## config.mk

```make
export PLATFORM = sky130hd
export DESIGN_NAME = tbs_div
export DESIGN_NICKNAME = d
export VERILOG_FILES = /design/src/hdl/tbs_pkg.sv /design/src/hdl/tbs_div.sv
export SDC_FILE = /design/constraint.sdc
export NUM_CORES = 1
export LEC_CHECK = 0
export ABC_AREA = 1
export BUFFER_PORTS_ARGS = -buffer_cell sky130_fd_sc_hd__buf_2
export CAP_MARGIN = 40
export CELL_PAD_IN_SITES_DETAIL_PLACEMENT = 0
export CELL_PAD_IN_SITES_GLOBAL_PLACEMENT = 1
export CORE_MARGIN = 3
export CORE_UTILIZATION = 38
export DETAILED_ROUTE_END_ITERATION = 6
export GPL_ROUTABILITY_DRIVEN = 0
export MAX_ROUTING_LAYER = met4
export PLACE_DENSITY_LB_ADDON = 0.1
export SYNTH_ARGS = -nofsm -noshare
export SYNTH_HDL_FRONTEND = slang
export SYNTH_SLANG_ARGS = --single-unit
```

## constraint.sdc

```tcl
create_clock -name clock -period 3 [get_ports clock]
set_input_delay 0.6 -clock clock [delete_from_list [all_inputs] [get_ports clock]]
set_output_delay 0.6 -clock clock [all_outputs]
set_load 0.02 [all_outputs]
```

## src/hdl/tbs_pkg.sv

```systemverilog
`timescale 1ns / 1ps
// ----------------------------------------------------------------------------
// tbs_pkg
// Shared types, register indexes and constants of the tracked box smoother.
// ----------------------------------------------------------------------------
package tbs_pkg;

   localparam int FRAC_BITS          = 16;
   localparam int HIST_DEPTH_DEFAULT = 30;
   localparam int QUOT_BITS          = 13;
   localparam int CSR_INDEX_BITS     = 4;
   localparam int CSR_DATA_BITS      = 16;

   // configuration register indexes
   localparam logic [CSR_INDEX_BITS-1:0] REG_TIMEOUT   = 4'd0;
   localparam logic [CSR_INDEX_BITS-1:0] REG_POS_THR   = 4'd1;
   localparam logic [CSR_INDEX_BITS-1:0] REG_SIZE_THR  = 4'd2;
   localparam logic [CSR_INDEX_BITS-1:0] REG_POS_SMTH  = 4'd3;
   localparam logic [CSR_INDEX_BITS-1:0] REG_SIZE_SMTH = 4'd4;
   localparam logic [CSR_INDEX_BITS-1:0] REG_HIST_LEN  = 4'd5;
   localparam logic [CSR_INDEX_BITS-1:0] REG_FRAME_W   = 4'd6;
   localparam logic [CSR_INDEX_BITS-1:0] REG_FRAME_H   = 4'd7;

   typedef enum logic [1:0] {
      EV_EMPTY   = 2'd0,
      EV_ENTERED = 2'd1,
      EV_UPDATED = 2'd2,
      EV_LEFT    = 2'd3
   } ev_type;

   typedef enum logic [3:0] {
      ST_IDLE, ST_SMUL, ST_SADD, ST_PUSH, ST_WALK, ST_WEND,
      ST_MULX, ST_DIVX, ST_MULY, ST_DIVY, ST_SZ1, ST_SZ2, ST_DONE
   } st_type;

   // divider status toward the sequencer
   typedef struct packed {
      logic       done;
      logic [QUOT_BITS-1:0] quot;
   } div_stat_type;

   function automatic logic [11:0] sat12(input logic [QUOT_BITS-1:0] v);
      sat12 = (v > QUOT_BITS'(4095)) ? 12'hFFF : v[11:0];
   endfunction

endpackage

```

## src/hdl/tbs_div.sv

```systemverilog
`timescale 1ns / 1ps
// ----------------------------------------------------------------------------
// tbs_div
// Restoring divider, one quotient bit per cycle, QUOT_BITS bits of quotient.
// ----------------------------------------------------------------------------
module tbs_div
   import tbs_pkg::*;
#(
   parameter int NW = 40
) (
   input  logic          clock,
   input  logic          reset,
   input  logic          start,
   input  logic [NW-1:0] dividend,
   input  logic [NW-1:0] divisor,
   output div_stat_type  stat
);

   localparam int CW = $clog2(QUOT_BITS);

   logic [NW-1:0]        rem_ff, rem_in;
   logic [NW-1:0]        dsh_ff, dsh_in;
   logic [QUOT_BITS-1:0] q_ff, q_in;
   logic [CW-1:0]        cnt_ff, cnt_in;
   logic                 busy_ff, busy_in;
   logic                 done_ff, done_in;

   // one subtract-and-compare step per cycle
   always_comb begin
      rem_in  = rem_ff;
      dsh_in  = dsh_ff;
      q_in    = q_ff;
      cnt_in  = cnt_ff;
      busy_in = busy_ff;
      done_in = 1'b0;
      if (start) begin
         rem_in  = dividend;
         dsh_in  = divisor << (QUOT_BITS - 1);
         q_in    = '0;
         cnt_in  = CW'(QUOT_BITS - 1);
         busy_in = 1'b1;
      end else if (busy_ff) begin
         if (rem_ff >= dsh_ff) begin
            rem_in = rem_ff - dsh_ff;
            q_in   = {q_ff[QUOT_BITS-2:0], 1'b1};
         end else begin
            q_in   = {q_ff[QUOT_BITS-2:0], 1'b0};
         end
         dsh_in = dsh_ff >> 1;
         cnt_in = cnt_ff - 1'b1;
         if (cnt_ff == '0) begin
            busy_in = 1'b0;
            done_in = 1'b1;
         end
      end
   end

   always_ff @(posedge clock) begin
      if (reset) begin
         busy_ff <= 1'b0;
         done_ff <= 1'b0;
      end else begin
         busy_ff <= busy_in;
         done_ff <= done_in;
      end
      rem_ff <= rem_in;
      dsh_ff <= dsh_in;
      q_ff   <= q_in;
      cnt_ff <= cnt_in;
   end

   assign stat.done = done_ff;
   assign stat.quot = q_ff;

endmodule

```

; ---- After elaboration in Yosys (flattened, before gate mapping)
; Index checks and enable logic that the tools add are counted.
; Widths: inputs -> output; s select.
[totals]
inputBits = 83
word_cells = 26
regBits = 99
out_inout_bits = 14
[classes]
reduce_logical = 5
mux = 10
magnitude_cmp = 1
bitwise_logic = 1
addsub = 2
[ops]
columns = cell, count
row1 = $mux 40, 5
row2 = $ge 40x40->1, 1
row3 = $sub 40x40->40, 1
row4 = $mux 1, 5
row5 = $logic_not 4->1, 1
row6 = $reduce_bool 2->1, 2
row7 = $sub 4x1->4 const B, 1
row8 = $reduce_or 3->1, 1
row9 = $reduce_and 2->1, 1
row10 = $not 1->1, 1

; ---- Depth between registers and ports, before layout
[logic_depth]
ltp_word = 4
ltp_mapped = 15
ltp_nobuf = 15

; ---- Worst setup path before layout
; Ideal clock, no wire load.
[synth_timing]
path_type = register to register
from = register rem_ff[0]
to = register rem_ff[0] (enable)
setup_time_ns = 0.532
n_path_buf = 0
arrival_ns = 2.313
stages_incl_launch_ff = 15
setup_slack_ns = 0.155
period_less_slack_ns = 2.845
cell_sequence = edfxtp_1 > inv_1 > ha_1 > inv_1 > fa_1 > nand3_1 > nand3_1 > nand2_1 > nand2_2 > nand3_1 > nand3_1 > nand3_1 > nand2_1 > nand2_1 > nand2_1
[synth_via]
elab_chain_len = 3
[synth_lines]
columns = item, line_no
row1 = from (decl), tbs_div.sv:21  ; logic [NW-1:0] rem_ff, rem_in;
row2 = from (signal assigned), tbs_div.sv:66  ; rem_ff <= rem_in;
row3 = $ge 40x40->1, tbs_div.sv:43  ; if (rem_ff >= dsh_ff) begin
row4 = $reduce_bool 2->1 (no line), -
row5 = $reduce_and 2->1 (no line), -
; Every way passes these cells.
; A chain may end at the register's enable or synchronous reset.

; ---- Worst setup path after layout
[layout_timing]
from = register rem_ff[23]
to = register rem_ff[18] (enable)
; Same word-level chain as after synthesis.

==> impl_metrics.json <==
{
  "hold_violations": 0,
  "ant_nets": 0,
  "grt-ovfl-total": 0,
  "ir_drop_mv": 0.3873,
  "ys_async_sr_fraction_pct": 0,
  "p_per_area_nw_per_um2": 636.3,
  "clk_pin_slew_ps": 80,
  "avgSynthCellArea_um2": 6.832,
  "critical_path.top_delay_family": "simple AND/OR/NAND/NOR gates",
  "worstSetupStartpointType": "flip-flop",
  "intPower_mw": 3.017,
  "ys_ff_latch": 99,
  "post_cts_buffers": 0,
  "start_util_pct": 38.89,
  "pwr-share-seq_pct": 34.0,
  "synth.distinct_cells": 33,
  "grtUsageTotal_pct": 19.75,
  "yosysWarnings": 0,
  "grt_max_degree": 52,
  "numCtsBuffers": 9,
  "ys_seq_area_share_pct": 37.99,
  "slew_viol_final": 0,
  "cp_slowest_stage_delay_ps": 380,
  "regToRegSetupSlack_ps": 310,
  "crit_path_cell_trace": "ha_1 -> nand2_1 -> nor2_1 -> nand2_1 -> inv_2 -> nand3_1 -> nand3_1 -> nand3_1 -> nand2_1 -> nand2_1 -> nand2_2 -> buf_4",
  "power_leakage_nw": 4.068,
  "fin_total_pwr_mw": 5.103,
  "core_area_um2": 18020,
  "via_count": 6247,
  "required_ps": 3030,
  "finClkSkew_ps": 13.92,
  "drive_gt1_share_pct": 14.98,
  "n_antenna_cell": 0,
  "nets": 1235,
  "drt_iter0_drc": 288,
  "drc": 0,
  "first_pass_iters": 5,
  "postCtsHoldBufs": 0,
  "dp_cells": 1328,
  "crit_arrival_ps": 2720,
  "cts_tree": "done",
  "cts_max_path_buffers": 2,
  "ys.flop_type": "edfxtp_1",
  "multiInputGateArea_um2": 3562,
  "cts_root_buf": "clkbuf_16",
  "maxSlewHeadroom_pct": 66.50,
  "io_buffers": 84,
  "drv_cap": 0,
  "combPwrFrac_pct": 42.6,
  "antenna_found_initial": 0,
  "hold_path_class": "primary input to flip-flop",
  "layout_min_cycle_time_ps": 2691,
  "clock.fmax_ghz": 0.3716,
  "clock_sinks": 99,
  "status": "finished, final reports clean",
  "synth_nets": 1151,
  "cts_resized": 0,
  "syn_area_um2": 7009,
  "clock_latency_ps": 370,
  "synthesis.instances": 1026,
  "stdcell_count": 1344,
  "rsz0062_at_grt": "no",
  "finalCritPeriodShare_pct": 89.71,
  "ios": 97,
  "cp_slowest_cell": "ha_1",
  "cp_common_cell": "nand2_1",
  "cp_max_fo": 21,
  "via_per_inst": 4.648,
  "wl_per_cell_um": 13.90,
  "setup_viol": 0,
  "hpwl_um": 14500,
  "fillers": 1952,
  "die_w_um": 141.8,
  "htreeDepth": 3,
  "dieArea_um2": 20110,
  "tightestPinTransition_ps": 500.6,
  "p_sw_share_pct": 40.89,
  "num_rows": 49,
  "grt_pass1_vias": 6093,
  "tns_ps": 0,
  "routed_wl_um": 18680,
  "critPathCaptureType": "flip-flop",
  "critPathBufInv": 2,
  "clock_power_share_pct": 23.4,
  "synth_edf_count": 68,
  "power.switching_mw": 2.087,
  "die_y_um": 141.8,
  "grt_pass1_wl_um": 30800,
  "area_growth_pct": 14.42,
  "register_area_um2": 2663,
  "path_class": "flip-flop to flip-flop"
}
cell usage in the layout (no fill, tap or decap):
master	netlist	routed
nand2_1	361	360
inv_1	175	174
buf_2	2	84
nor2_1	73	73
edfxtp_1	68	68
nand3_1	58	58
o21ai_0	51	51
ha_1	41	41
a21oi_1	33	33
dfxtp_1	31	31
o22ai_1	22	22
nand2_2	18	19
inv_2	12	13
nor2_2	11	11
clkbuf_16	0	9
buf_4	1	8
nor3_1	6	6
xnor2_1	6	6
nand3_2	5	5
or2_1	5	5
or2_2	5	5
nand4_1	4	4
o21ai_1	4	4
nor2_4	3	3
nand3b_1	3	3
o21bai_1	3	3
a21oi_2	2	2
xor2_1	2	2
inv_6	0	2
inv_8	0	2
clkinv_8	0	2
clkinv_1	1	1
a21o_1	1	1
and2_1	1	1
fa_1	1	1
clkinv_2	0	1
buf_12	0	1
sequential cells by signal, indices dropped and copies added (netlist names):
signal,flops
busy_ff,1
done_ff,1
rem_ff,40
cnt_ff,4
dsh_ff,40
q_ff,13
worst reg2reg max path, delay by kind of cell, from the launching register on:
family / cells / cell delay, ps
fa+ha+maj: 1 / 380
buf+inv: 2 / 400
flops: 1 / 370
simple gates: 9 / 1190
logic make-up (layout without fill, tap and decap cells):
| kind of cell | Yosys count | in the layout | synth area share (%) |
|---|---|---|---|
| AND/OR/NAND/NOR | 553 | 553 | 33.26 |
| adder cells (fa/ha/maj) | 42 | 42 | 7.604 |
| buffers and inverters | 208 | 297 | 11.23 |
| flip-flops | 99 | 99 | 37.99 |
| XOR/XNOR | 8 | 8 | 0.9997 |
| AO/OA/AOI/OAI | 116 | 116 | 8.925 |
routing by layer:
| metal | GRT usage [%] | vias to the layer above | share of wire [%] |
|---|---|---|---|
| met5 | - | - | 0 |
| met4 | 5.101 | 0 | 1.4 |
| li1 | - | 3393 | - |
| met1 | 28.51 | 2717 | 53 |
| met2 | 29.16 | 122 | 42 |
| met3 | 2.865 | 15 | 3.9 |
cells in the mapped netlist, types with 2 or more instances:
cell,number,area [µm²]
o22ai_1,22,137.6
ha_1,41,513.0
nor3_1,6,30.03
or2_1,5,31.28
nand3_1,58,290.3
nand2_2,18,112.6
inv_2,12,45.04
nor2_2,11,68.82
nand2_1,361,1355
edfxtp_1,68,2042
a21oi_2,2,17.52
inv_1,175,656.9
nor2_4,3,33.78
xor2_1,2,17.52
o21bai_1,3,22.52
nor2_1,73,274.0
clkbuf_1,13,48.80
or2_2,5,31.28
buf_2,2,10.01
nand4_1,4,25.02
nand3_2,5,50.05
buf_1,4,15.01
o21ai_1,4,20.02
xnor2_1,6,52.55
a21oi_1,33,165.2
nand3b_1,3,22.52
o21ai_0,51,255.2
dfxtp_1,31,620.6
power by group through the flow:
stage | logic, mW | registers [mW] | clock network (mW)
global route | 2.51 | 1.75 | 1.29
global placement | 2.18 | 1.76 | 0
CTS | 2.20 | 1.74 | 1.24
floorplan | 1.61 | 1.76 | 0
finish | 2.17 | 1.73 | 1.20
detailed placement | 2.19 | 1.77 | 0
final cells by class:
cell class / count / share of cell area, %
inverters: 188 / 8.799
well taps: 229 / 3.573
clock inverters: 7 / 0.9672
multi-input cells: 719 / 44.42
flip-flops and latches: 99 / 33.20
clock buffers: 9 / 2.808
repair buffers: 93 / 6.240
through the flow:
| step | hold WS [ps] | worst slack, ps | util (%) | cell area, µm² |
|---|---|---|---|---|
| global route | 415.4 | 67.50 | 44.50 | 8020 |
| floorplan | 432.2 | 154.5 | - | 7009 |
| detailed placement | 451.9 | 331.0 | 42.82 | 7717 |
| global placement | 438.7 | 332.3 | 42.82 | 7717 |
| CTS | 393.5 | 318.3 | 44.50 | 8020 |
| finish | 407.5 | 308.8 | 44.50 | 8020 |
worst paths after layout:
kind                                              from                      to  cells after the start
worst min register to register  dsh_ff[0]$_SDFFE_PP0P_  dsh_ff[0]$_SDFFE_PP0P_                      2
worst max register to register    rem_ff[23]$_DFFE_PP_    rem_ff[18]$_DFFE_PP_                     12
worst max-delay path              rem_ff[23]$_DFFE_PP_    rem_ff[18]$_DFFE_PP_                     12
worst min-delay path                             reset      done_ff$_SDFF_PP0_                      2
Power figures use the tool's default switching activity.
