[src/hdl/tbs_ram.sv]
`timescale 1ns / 1ps
// ----------------------------------------------------------------------------
// tbs_ram
// Generic simple dual-port RAM, one write port, one registered read port.
// ----------------------------------------------------------------------------
module tbs_ram #(
   parameter int WIDTH = 32,
   parameter int DEPTH = 30
) (
   input  logic                     clock,
   input  logic                     wr_en,
   input  logic [$clog2(DEPTH)-1:0] wr_addr,
   input  logic [WIDTH-1:0]         wr_data,
   input  logic [$clog2(DEPTH)-1:0] rd_addr,
   output logic [WIDTH-1:0]         rd_data
);

   logic [WIDTH-1:0] mem [DEPTH];

   always_ff @(posedge clock) begin
      if (wr_en) begin
         mem[wr_addr] <= wr_data;
      end
      rd_data <= mem[rd_addr];
   end

endmodule

[config.mk]
export PLATFORM = sky130hd
export DESIGN_NAME = tbs_ram
export DESIGN_NICKNAME = d
export VERILOG_FILES = /design/src/hdl/tbs_ram.sv
export SDC_FILE = /design/constraint.sdc
export NUM_CORES = 1
export LEC_CHECK = 0
export BUFFER_PORTS_ARGS = -buffer_cell sky130_fd_sc_hd__clkbuf_2
export CORE_AREA = 5 5 331 333
export CTS_CLUSTER_SIZE = 12
export DETAILED_ROUTE_END_ITERATION = 10
export DIE_AREA = 0 0 336 338
export PLACE_DENSITY_LB_ADDON = 0.2
export SLEW_MARGIN = 15
export SYNTH_ARGS = -nofsm -noshare
export SYNTH_HDL_FRONTEND = slang
export SYNTH_SLANG_ARGS = --single-unit
[constraint.sdc]
create_clock -name clock -period 3.15 [get_ports clock]
set_input_delay 0.315 -clock clock [delete_from_list [all_inputs] [get_ports clock]]
set_output_delay 0.315 -clock clock [all_outputs]
set_load 0.1 [all_outputs]
== Word level (Yosys, flattened, before mapping) ==
Memory sizes are Yosys's and may differ from the RTL's. A register that Yosys moved wholly into a read port is not among the register bits.
Index checks and enable logic that the tools add are counted.
W data, S select, Z words.

* Add/sub/neg operators: 0
* Multipliers: 0
* Div/mod/pow operators: 0
* Order comparisons: 0
* Equality and inequality tests: 0
* Shift-type cells: 0
* Muxes and demuxes: 2
* Bitwise logic cells: 0
* Reduce and logical (&&, ||, !) cells: 0

{| class="wikitable"
|+ Operators with widths
! kind !! number
|-
| $mux W1 || 2
|}

* Register bits: 0
* Latch bits: 0
* Memory bits (writable): 960
* ROM bits: 0
* Input bits: 44
* Output and inout port bits: 32
* Word-level logic and storage cells: 3
* Memories kept: 1

{| class="wikitable"
|+ Memory list
! memory !! words !! width !! read ports !! clocked after memory_dff !! write ports !! RTL line !! text
|-
| mem || 30 || 32 || 1 || 1 || 1 || 18 || <nowiki>logic [WIDTH-1:0] mem [DEPTH];</nowiki>
|}

== Logic depth before layout (Yosys ltp) ==
Gate-level depths: netlist of run 1.

* Depth in word-level cells: 2
* Gate-level depth with buffers: 8
* Gate-level depth less buffers: 4

== Worst setup path after synthesis of run 1 ==
Ideal clock, no wire load.

* Path kind: input -> register
* From: input port wr_addr[0]
* To: memory mem[12][0] (enable)
* Library setup time: 0.421 ns
* Arrival: 2.328 ns
* Data required time: 2.729 ns
* Path slack: 0.401 ns
* Stages: 3
* Path buffers: 1
* Cell sequence: or3b_2 -> clkbuf_1 -> nor2_1

{| class="wikitable"
|+ RTL lines
! element !! RTL line !! text
|-
| from (decl) || 12 || <nowiki>input logic [$clog2(DEPTH)-1:0] wr_addr,</nowiki>
|-
| to (decl) || 18 ||
|}

No word-level cell before the write port.

== Worst setup path after layout of run 1 ==
* From: register rd_data[1] (read register of mem)
* To: output port rd_data[1]

{| class="wikitable"
|+ RTL lines
! element !! RTL line !! text
|-
| from (decl) || 15 || <nowiki>output logic [WIDTH-1:0] rd_data</nowiki>
|}

No word-level cell between the ends.

==> results.json, run 1 <==
{
  "status": "finished clean",
  "power_density_mw_per_mm2": 644,
  "arrival_ps": 1600,
  "min_path_type": "input pin to flop",
  "io_pins": 76,
  "cts_hold_buf": 0,
  "cts_tree": "built",
  "final_area_mm2": 0.0438,
  "synth_cells": 1828,
  "synth_xor_area_share_pct": 0,
  "holdPathEnd": "mem[20][1]",
  "cts_resized": 0,
  "drt-vias-per-instance": 5.31,
  "ir_drop_v": 0.000357,
  "yosysTopAreaCell": "edfxtp_1",
  "crit_type": "flop to output port",
  "drt-pass1-iter-count": 5,
  "path_cells": "clkbuf_2",
  "dp_slack_ps": 834,
  "cp-start-kind": "flop",
  "syn_nets": 1872,
  "rsz0062_at_grt": "false",
  "p_leak_nw": 14.5,
  "routed_wl_um": 97000,
  "setup_ws_ps": 1240,
  "cts_buffers": 103,
  "syn_avg_cell_area_um2": 20.8,
  "grt_pass1_vias": 18900,
  "dp.cells": 3290,
  "post_drt_wl_per_cell_um": 27.9,
  "drc": 0,
  "clkSinkCount": 992,
  "ys.warnings.count": 0,
  "end_kind": "output port",
  "ys_seq_elements": 992,
  "drtIter0Drc": 1485,
  "r2r_setup_slack_ps": 1670,
  "synth_compound_area_share_pct": 3.20,
  "synth_cell_type_count": 38,
  "crit_buf_inv": 1,
  "setup_tns_ps": 0,
  "yosys-mux-area-fraction_pct": 14.5,
  "grt-ovfl-total": 0,
  "synth_top_area_share_pct": 75.9,
  "synth_top_family_by_area": "multiplexers",
  "antenna_found_initial": 0,
  "area_delta_synth_final_pct": 15.3,
  "cap_viol_max_count": 0,
  "grt_usage_pct": 17.0,
  "crit_fanout": 1,
  "cts_root_buffer": "clkbuf_16",
  "cp_data_required_time_ps": 2830,
  "crit_start": "rd_data[1]",
  "hp-start": "wr_data[1]",
  "die_x_um": 336,
  "r2r-end": "rd_data[25]",
  "die_h_um": 338,
  "die_area_mm2": 0.114,
  "critPathMaxStageDelay_ps": 500,
  "min_path_cells": 1,
  "maxSlewHeadroom_pct": 40.3,
  "rr_worst_depth": 4,
  "num_vias": 18500,
  "power.total_mw": 28.2,
  "period_needed_ps": 1910,
  "portBuffers": 75,
  "nNetsFinal": 2036,
  "synth_area_leaders": "edfxtp_1 (76%), mux2i_1 (5.5%), mux4_1 (4.4%), mux4_2 (4.0%), dfxtp_1 (1.7%)",
  "syn_area_mm2": 0.0380,
  "rows": 120,
  "synthSimpleGateAreaFrac_pct": 2.72,
  "initial_core_util_pct": 35.7,
  "clock_latency_ps": 660,
  "skew_ps": 24.2,
  "crit_slowest_cell": "clkbuf_2",
  "seq_area_frac_synth_pct": 77.6,
  "hpwl_um": 52900,
  "finalHoldViolCount": 0,
  "grt_max_degree": 45,
  "antennaDiodeCount": 0,
  "post_cts_buffers": 0,
  "final-max-slew-violation-count": 0,
  "antenna_left": 0,
  "layout.cells.non_filler": 3478,
  "placed_area_mm2": 0.0405,
  "grt_pass1_wl_um": 139000,
  "globalplace.congestion": 0.723,
  "coreArea_mm2": 0.106,
  "finalCritPeriodShare_pct": 60.7,
  "cp_top_family": "buffers and inverters",
  "clk_path_buf_depth": 3,
  "synth-adder-area-share_pct": 0,
  "drive_above_1_share_pct": 20.2,
  "setup_viol": 0,
  "h-tree-depth": 3,
  "worst_pin_slew_ps": 892,
  "fmax_ghz": 0.523,
  "clk_pin_slew_worst_paths_ps": 60,
  "rr_startpoint": "mem[16][25]"
}
-- per-layer routing --
| metal | part of all wire [%] | global-route usage, % | up-vias |
|---|---|---|---|
| met5 | 0 | 0 | - |
| li1 | - | - | 7948 |
| met3 | 4.3 | 2.77 | 124 |
| met2 | 50 | 29.2 | 464 |
| met1 | 43 | 22.8 | 9916 |
| met4 | 2.3 | 4.27 | 0 |
-- layout by cell type (no fill, tap or decap), types with 4 or more instances in the layout --
| cell | instances |
|---|---|
| clkinv_1 | 11 |
| nand2b_1 | 14 |
| or3b_2 | 5 |
| dfxtp_1 | 32 |
| clkbuf_2 | 72 |
| o21ai_0 | 12 |
| a21o_1 | 16 |
| buf_12 | 26 |
| and2_1 | 4 |
| bufinv_16 | 6 |
| mux4_1 | 64 |
| o211ai_1 | 8 |
| mux4_2 | 68 |
| nor2_4 | 30 |
| clkbuf_16 | 106 |
| a22oi_1 | 76 |
| clkbuf_8 | 12 |
| edfxtp_1 | 960 |
| nor2b_1 | 4 |
| nor3_1 | 16 |
| mux2_2 | 16 |
| nor2_1 | 13 |
| nand3_1 | 50 |
| nand4_1 | 16 |
| a21oi_1 | 16 |
| nand2_1 | 32 |
| clkbuf_1 | 41 |
| nand3b_1 | 7 |
| clkinv_2 | 9 |
| buf_4 | 57 |
| mux2i_1 | 210 |
| o22ai_1 | 48 |
-- sequential cells by signal, summed over array words and instances (netlist names) --
name     flops
mem        960
rd_data     32
-- cell usage after synthesis, drive strengths merged --
cell type	n
a21o	16
a21oi	16
a22oi	76
and2	4
and3	1
and3b	1
buf	74
clkbuf	23
dfxtp	32
edfxtp	960
mux2	16
mux2i	210
mux4	132
nand2	32
nand2b	14
nand3	50
nand3b	8
nand4	16
nor2	45
nor2b	6
nor3	16
nor3b	1
o211ai	10
o21ai	12
o22ai	48
or2b	1
or3	3
or3b	5
-- cell type report --
cell class,instances,area (um2)
well taps,1403,1760
clock buffers,159,2970
clock inverters,29,300
flip-flops and latches,992,29500
fillers,9385,62500
repair buffers,156,1320
multi-input cells,739,7980
-- power by group --
group          switching (mW)  internal (mW)  leakage, nW
Combinational            1.22          0.473         3.97
Sequential             0.0759           14.7         8.92
Clock                    4.83           6.95         1.59
-- metrics by stage --
step,hold slack (ps),util [%]
2_1_floorplan,414,-
3_3_place_gp,618,38.1
3_5_place_dp,610,38.1
4_1_cts,210,41.2
5_1_grt,272,41.2
6_report,265,41.2
-- logic make-up after synthesis --
family,count (synthesis)
mux,358
flops,992
compound gates,178
buf+inv,97
simple gates,203
-- worst max path at each step --
stage	end	slack, ps	cells past startpoint
after detailed placement	rd_data[1]	830	6
after global placement	rd_data[3]	840	5
after CTS	rd_data[1]	1150	1
after floorplan	mem[12][0]	400	3
final	rd_data[1]	1240	1
after global routing	rd_data[1]	1140	1
(Power assumes the default switching activity.)
==> run 2, diff against run 1 <==
Clock period 3.15 ns to 1.67 ns, I/O delays scaled along.
==> run 2 against run 1 <==
  * Setup slack worse by 1200 ps
  * Worst hold slack worse by 230 ps
  * Clock skew decreased by 3.2 ps
==> results.json, run 2 (synthesis results as in run 1) <==
{
  "status": "finished clean",
  "mostFrequentLayoutCell": "edfxtp_1",
  "regArea_mm2": 0.0295,
  "critPathMaxStageDelay_ps": 450,
  "dp_slack_ps": -310,
  "initial_core_util_pct": 35.7,
  "rsz0062_at_grt": "false",
  "drt-pass1-iter-count": 5,
  "clk_pin_slew_worst_paths_ps": 60,
  "r2r_setup_slack_ps": 210,
  "num_vias": 18500,
  "fmax_ghz": 0.622,
  "cp_top_family": "buffers and inverters",
  "rr_startpoint": "mem[8][18]",
  "r2r-end": "rd_data[18]",
  "clkPwrFrac_pct": 40.3,
  "die_area_mm2": 0.114,
  "grt_use_met2_pct": 27.2,
  "met3_usage_pct": 2.64,
  "critPathCapture": "rd_data[19]",
  "io_pins": 76,
  "layout_common_cells": "edfxtp_1 (960), mux2i_1 (210), clkbuf_16 (103)",
  "switchingPower_mw": 11.6,
  "period_needed_ps": 1610,
  "drive_above_1_share_pct": 23.5,
  "grt-ovfl-total": 0,
  "cts_hold_buf": 0,
  "switching_share_pct": 22.2,
  "setup_ws_ps": 62.6,
  "portBuffers": 75,
  "post_drt_wl_per_cell_um": 25.8,
  "pwr-share-seq_pct": 53.1,
  "area_delta_synth_final_pct": 18.9,
  "ir_drop_v": 0.000766,
  "setup_viol": 0,
  "drt-vias-per-instance": 5.18,
  "p_leak_nw": 15.1,
  "routed_wl_um": 92200,
  "crit_start": "rd_data[19]",
  "grt_pass1_vias": 19200,
  "cts_buffers": 102,
  "h-tree-depth": 3,
  "cp_data_required_time_ps": 1500,
  "cts_tree": "built",
  "p_int_mw": 40.7,
  "die_h_um": 338,
  "top_regs": "mem x960, rd_data x32",
  "clock_latency_ps": 680,
  "grt_util_met1_pct": 21.9,
  "globalplace.congestion": 0.743,
  "crit_slowest_cell": "clkbuf_2",
  "grt_usage_pct": 16.2,
  "regMostFlops": "mem",
  "path_cells": "clkbuf_2",
  "drtIter0Drc": 1427,
  "top_usage_layer": "met2",
  "finalCritPeriodShare_pct": 96.3,
  "clk_path_buf_depth": 3,
  "combPwrFrac_pct": 6.6,
  "power_density_mw_per_mm2": 1160,
  "end_kind": "output port",
  "path_depth": 1,
  "cap_viol_max_count": 0,
  "antenna_found_initial": 5,
  "cts_root_buffer": "clkbuf_16",
  "rows": 120,
  "die_x_um": 336,
  "layout.cells.non_filler": 3569,
  "finalHoldViolCount": 0,
  "cp-start-kind": "flop",
  "final-max-slew-violation-count": 0,
  "crit_type": "flop to output port",
  "arrival_ps": 1440,
  "worst_pin_slew_ps": 890,
  "largest_reg_flops": 960,
  "dp.cells": 3382,
  "coreArea_mm2": 0.106,
  "skew_ps": 21.0,
  "clkSinkCount": 992,
  "drc": 0,
  "min_path_type": "input pin to flop",
  "hpwl_um": 55400,
  "rr_worst_depth": 4,
  "crit_fanout": 1,
  "multi_input_area_mm2": 0.00798,
  "grt_pass1_wl_um": 134000,
  "crit_buf_inv": 1,
  "fillers": 9248,
  "timing.hold.ws_ps": 38.6,
  "grt_max_degree": 51,
  "maxSlewHeadroom_pct": 40.5,
  "nNetsFinal": 2127,
  "antenna_left": 0
}
run 2: cell count changes in the layout (fill, tap and decap cells not counted), moves of 5 or more:
cell,delta
buf_12,+63
clkbuf_2,-30
buf_4,+29
clkbuf_4,+25
clkinv_2,+7
bufinv_16,-5
run 2: what timing repair did:
| action | in CTS | in global routing |
|---|---|---|
| gates resized for setup | 29 | 3 |
| buffers inserted | 0 | 0 |
| setup endpoints to repair | 27 | 3 |
| hold endpoints to repair | 0 | 0 |
run 2: layout make-up:
class	instances	area share [%]
repair buffers	248	6.38
flip-flops and latches	992	65.2
multi-input cells	739	17.7
diodes	1	0.00554
clock buffers	152	6.27
well taps	1403	3.89
clock inverters	34	0.565
run 2: power groups by stage:
| stage | Combinational [mW] | Sequential (mW) | Clock, mW |
|---|---|---|---|
| floorplan | 1.42 | 29.0 | 0 |
| global placement | 3.41 | 28.3 | 0 |
| detailed placement | 3.46 | 28.3 | 0 |
| CTS | 3.51 | 27.8 | 21.7 |
| global route | 3.66 | 27.8 | 22.7 |
| finish | 3.45 | 27.8 | 21.1 |
run 2: layer usage:
layer,routed length [um],vias up
met1,40800,9815
met3,3510,150
li1,-,8147
met2,45400,359
met5,34,-
met4,2490,4
run 2: worst min-delay path by stage:
stage	from	end	cells past startpoint
6_report	rd_addr[4]	rd_data[23]	4
5_1_grt	rd_addr[4]	rd_data[23]	4
4_1_cts	rd_addr[4]	rd_data[23]	4
3_5_place_dp	mem[20][28]	rd_data[28]	4
3_3_place_gp	mem[14][16]	rd_data[16]	4
2_1_floorplan	wr_data[0]	mem[0][0]	0
run 2: stage by stage:
step,setup TNS (ps),area [um2],util [%],total power [mW]
after global placement,-2990,42000,39.5,31.7
final,0,45200,42.5,52.3
after global routing,0,45200,42.5,54.2
after CTS,0,45200,42.5,53.0
after detailed placement,-3570,42000,39.5,31.8
after floorplan,-136800,38200,-,30.5
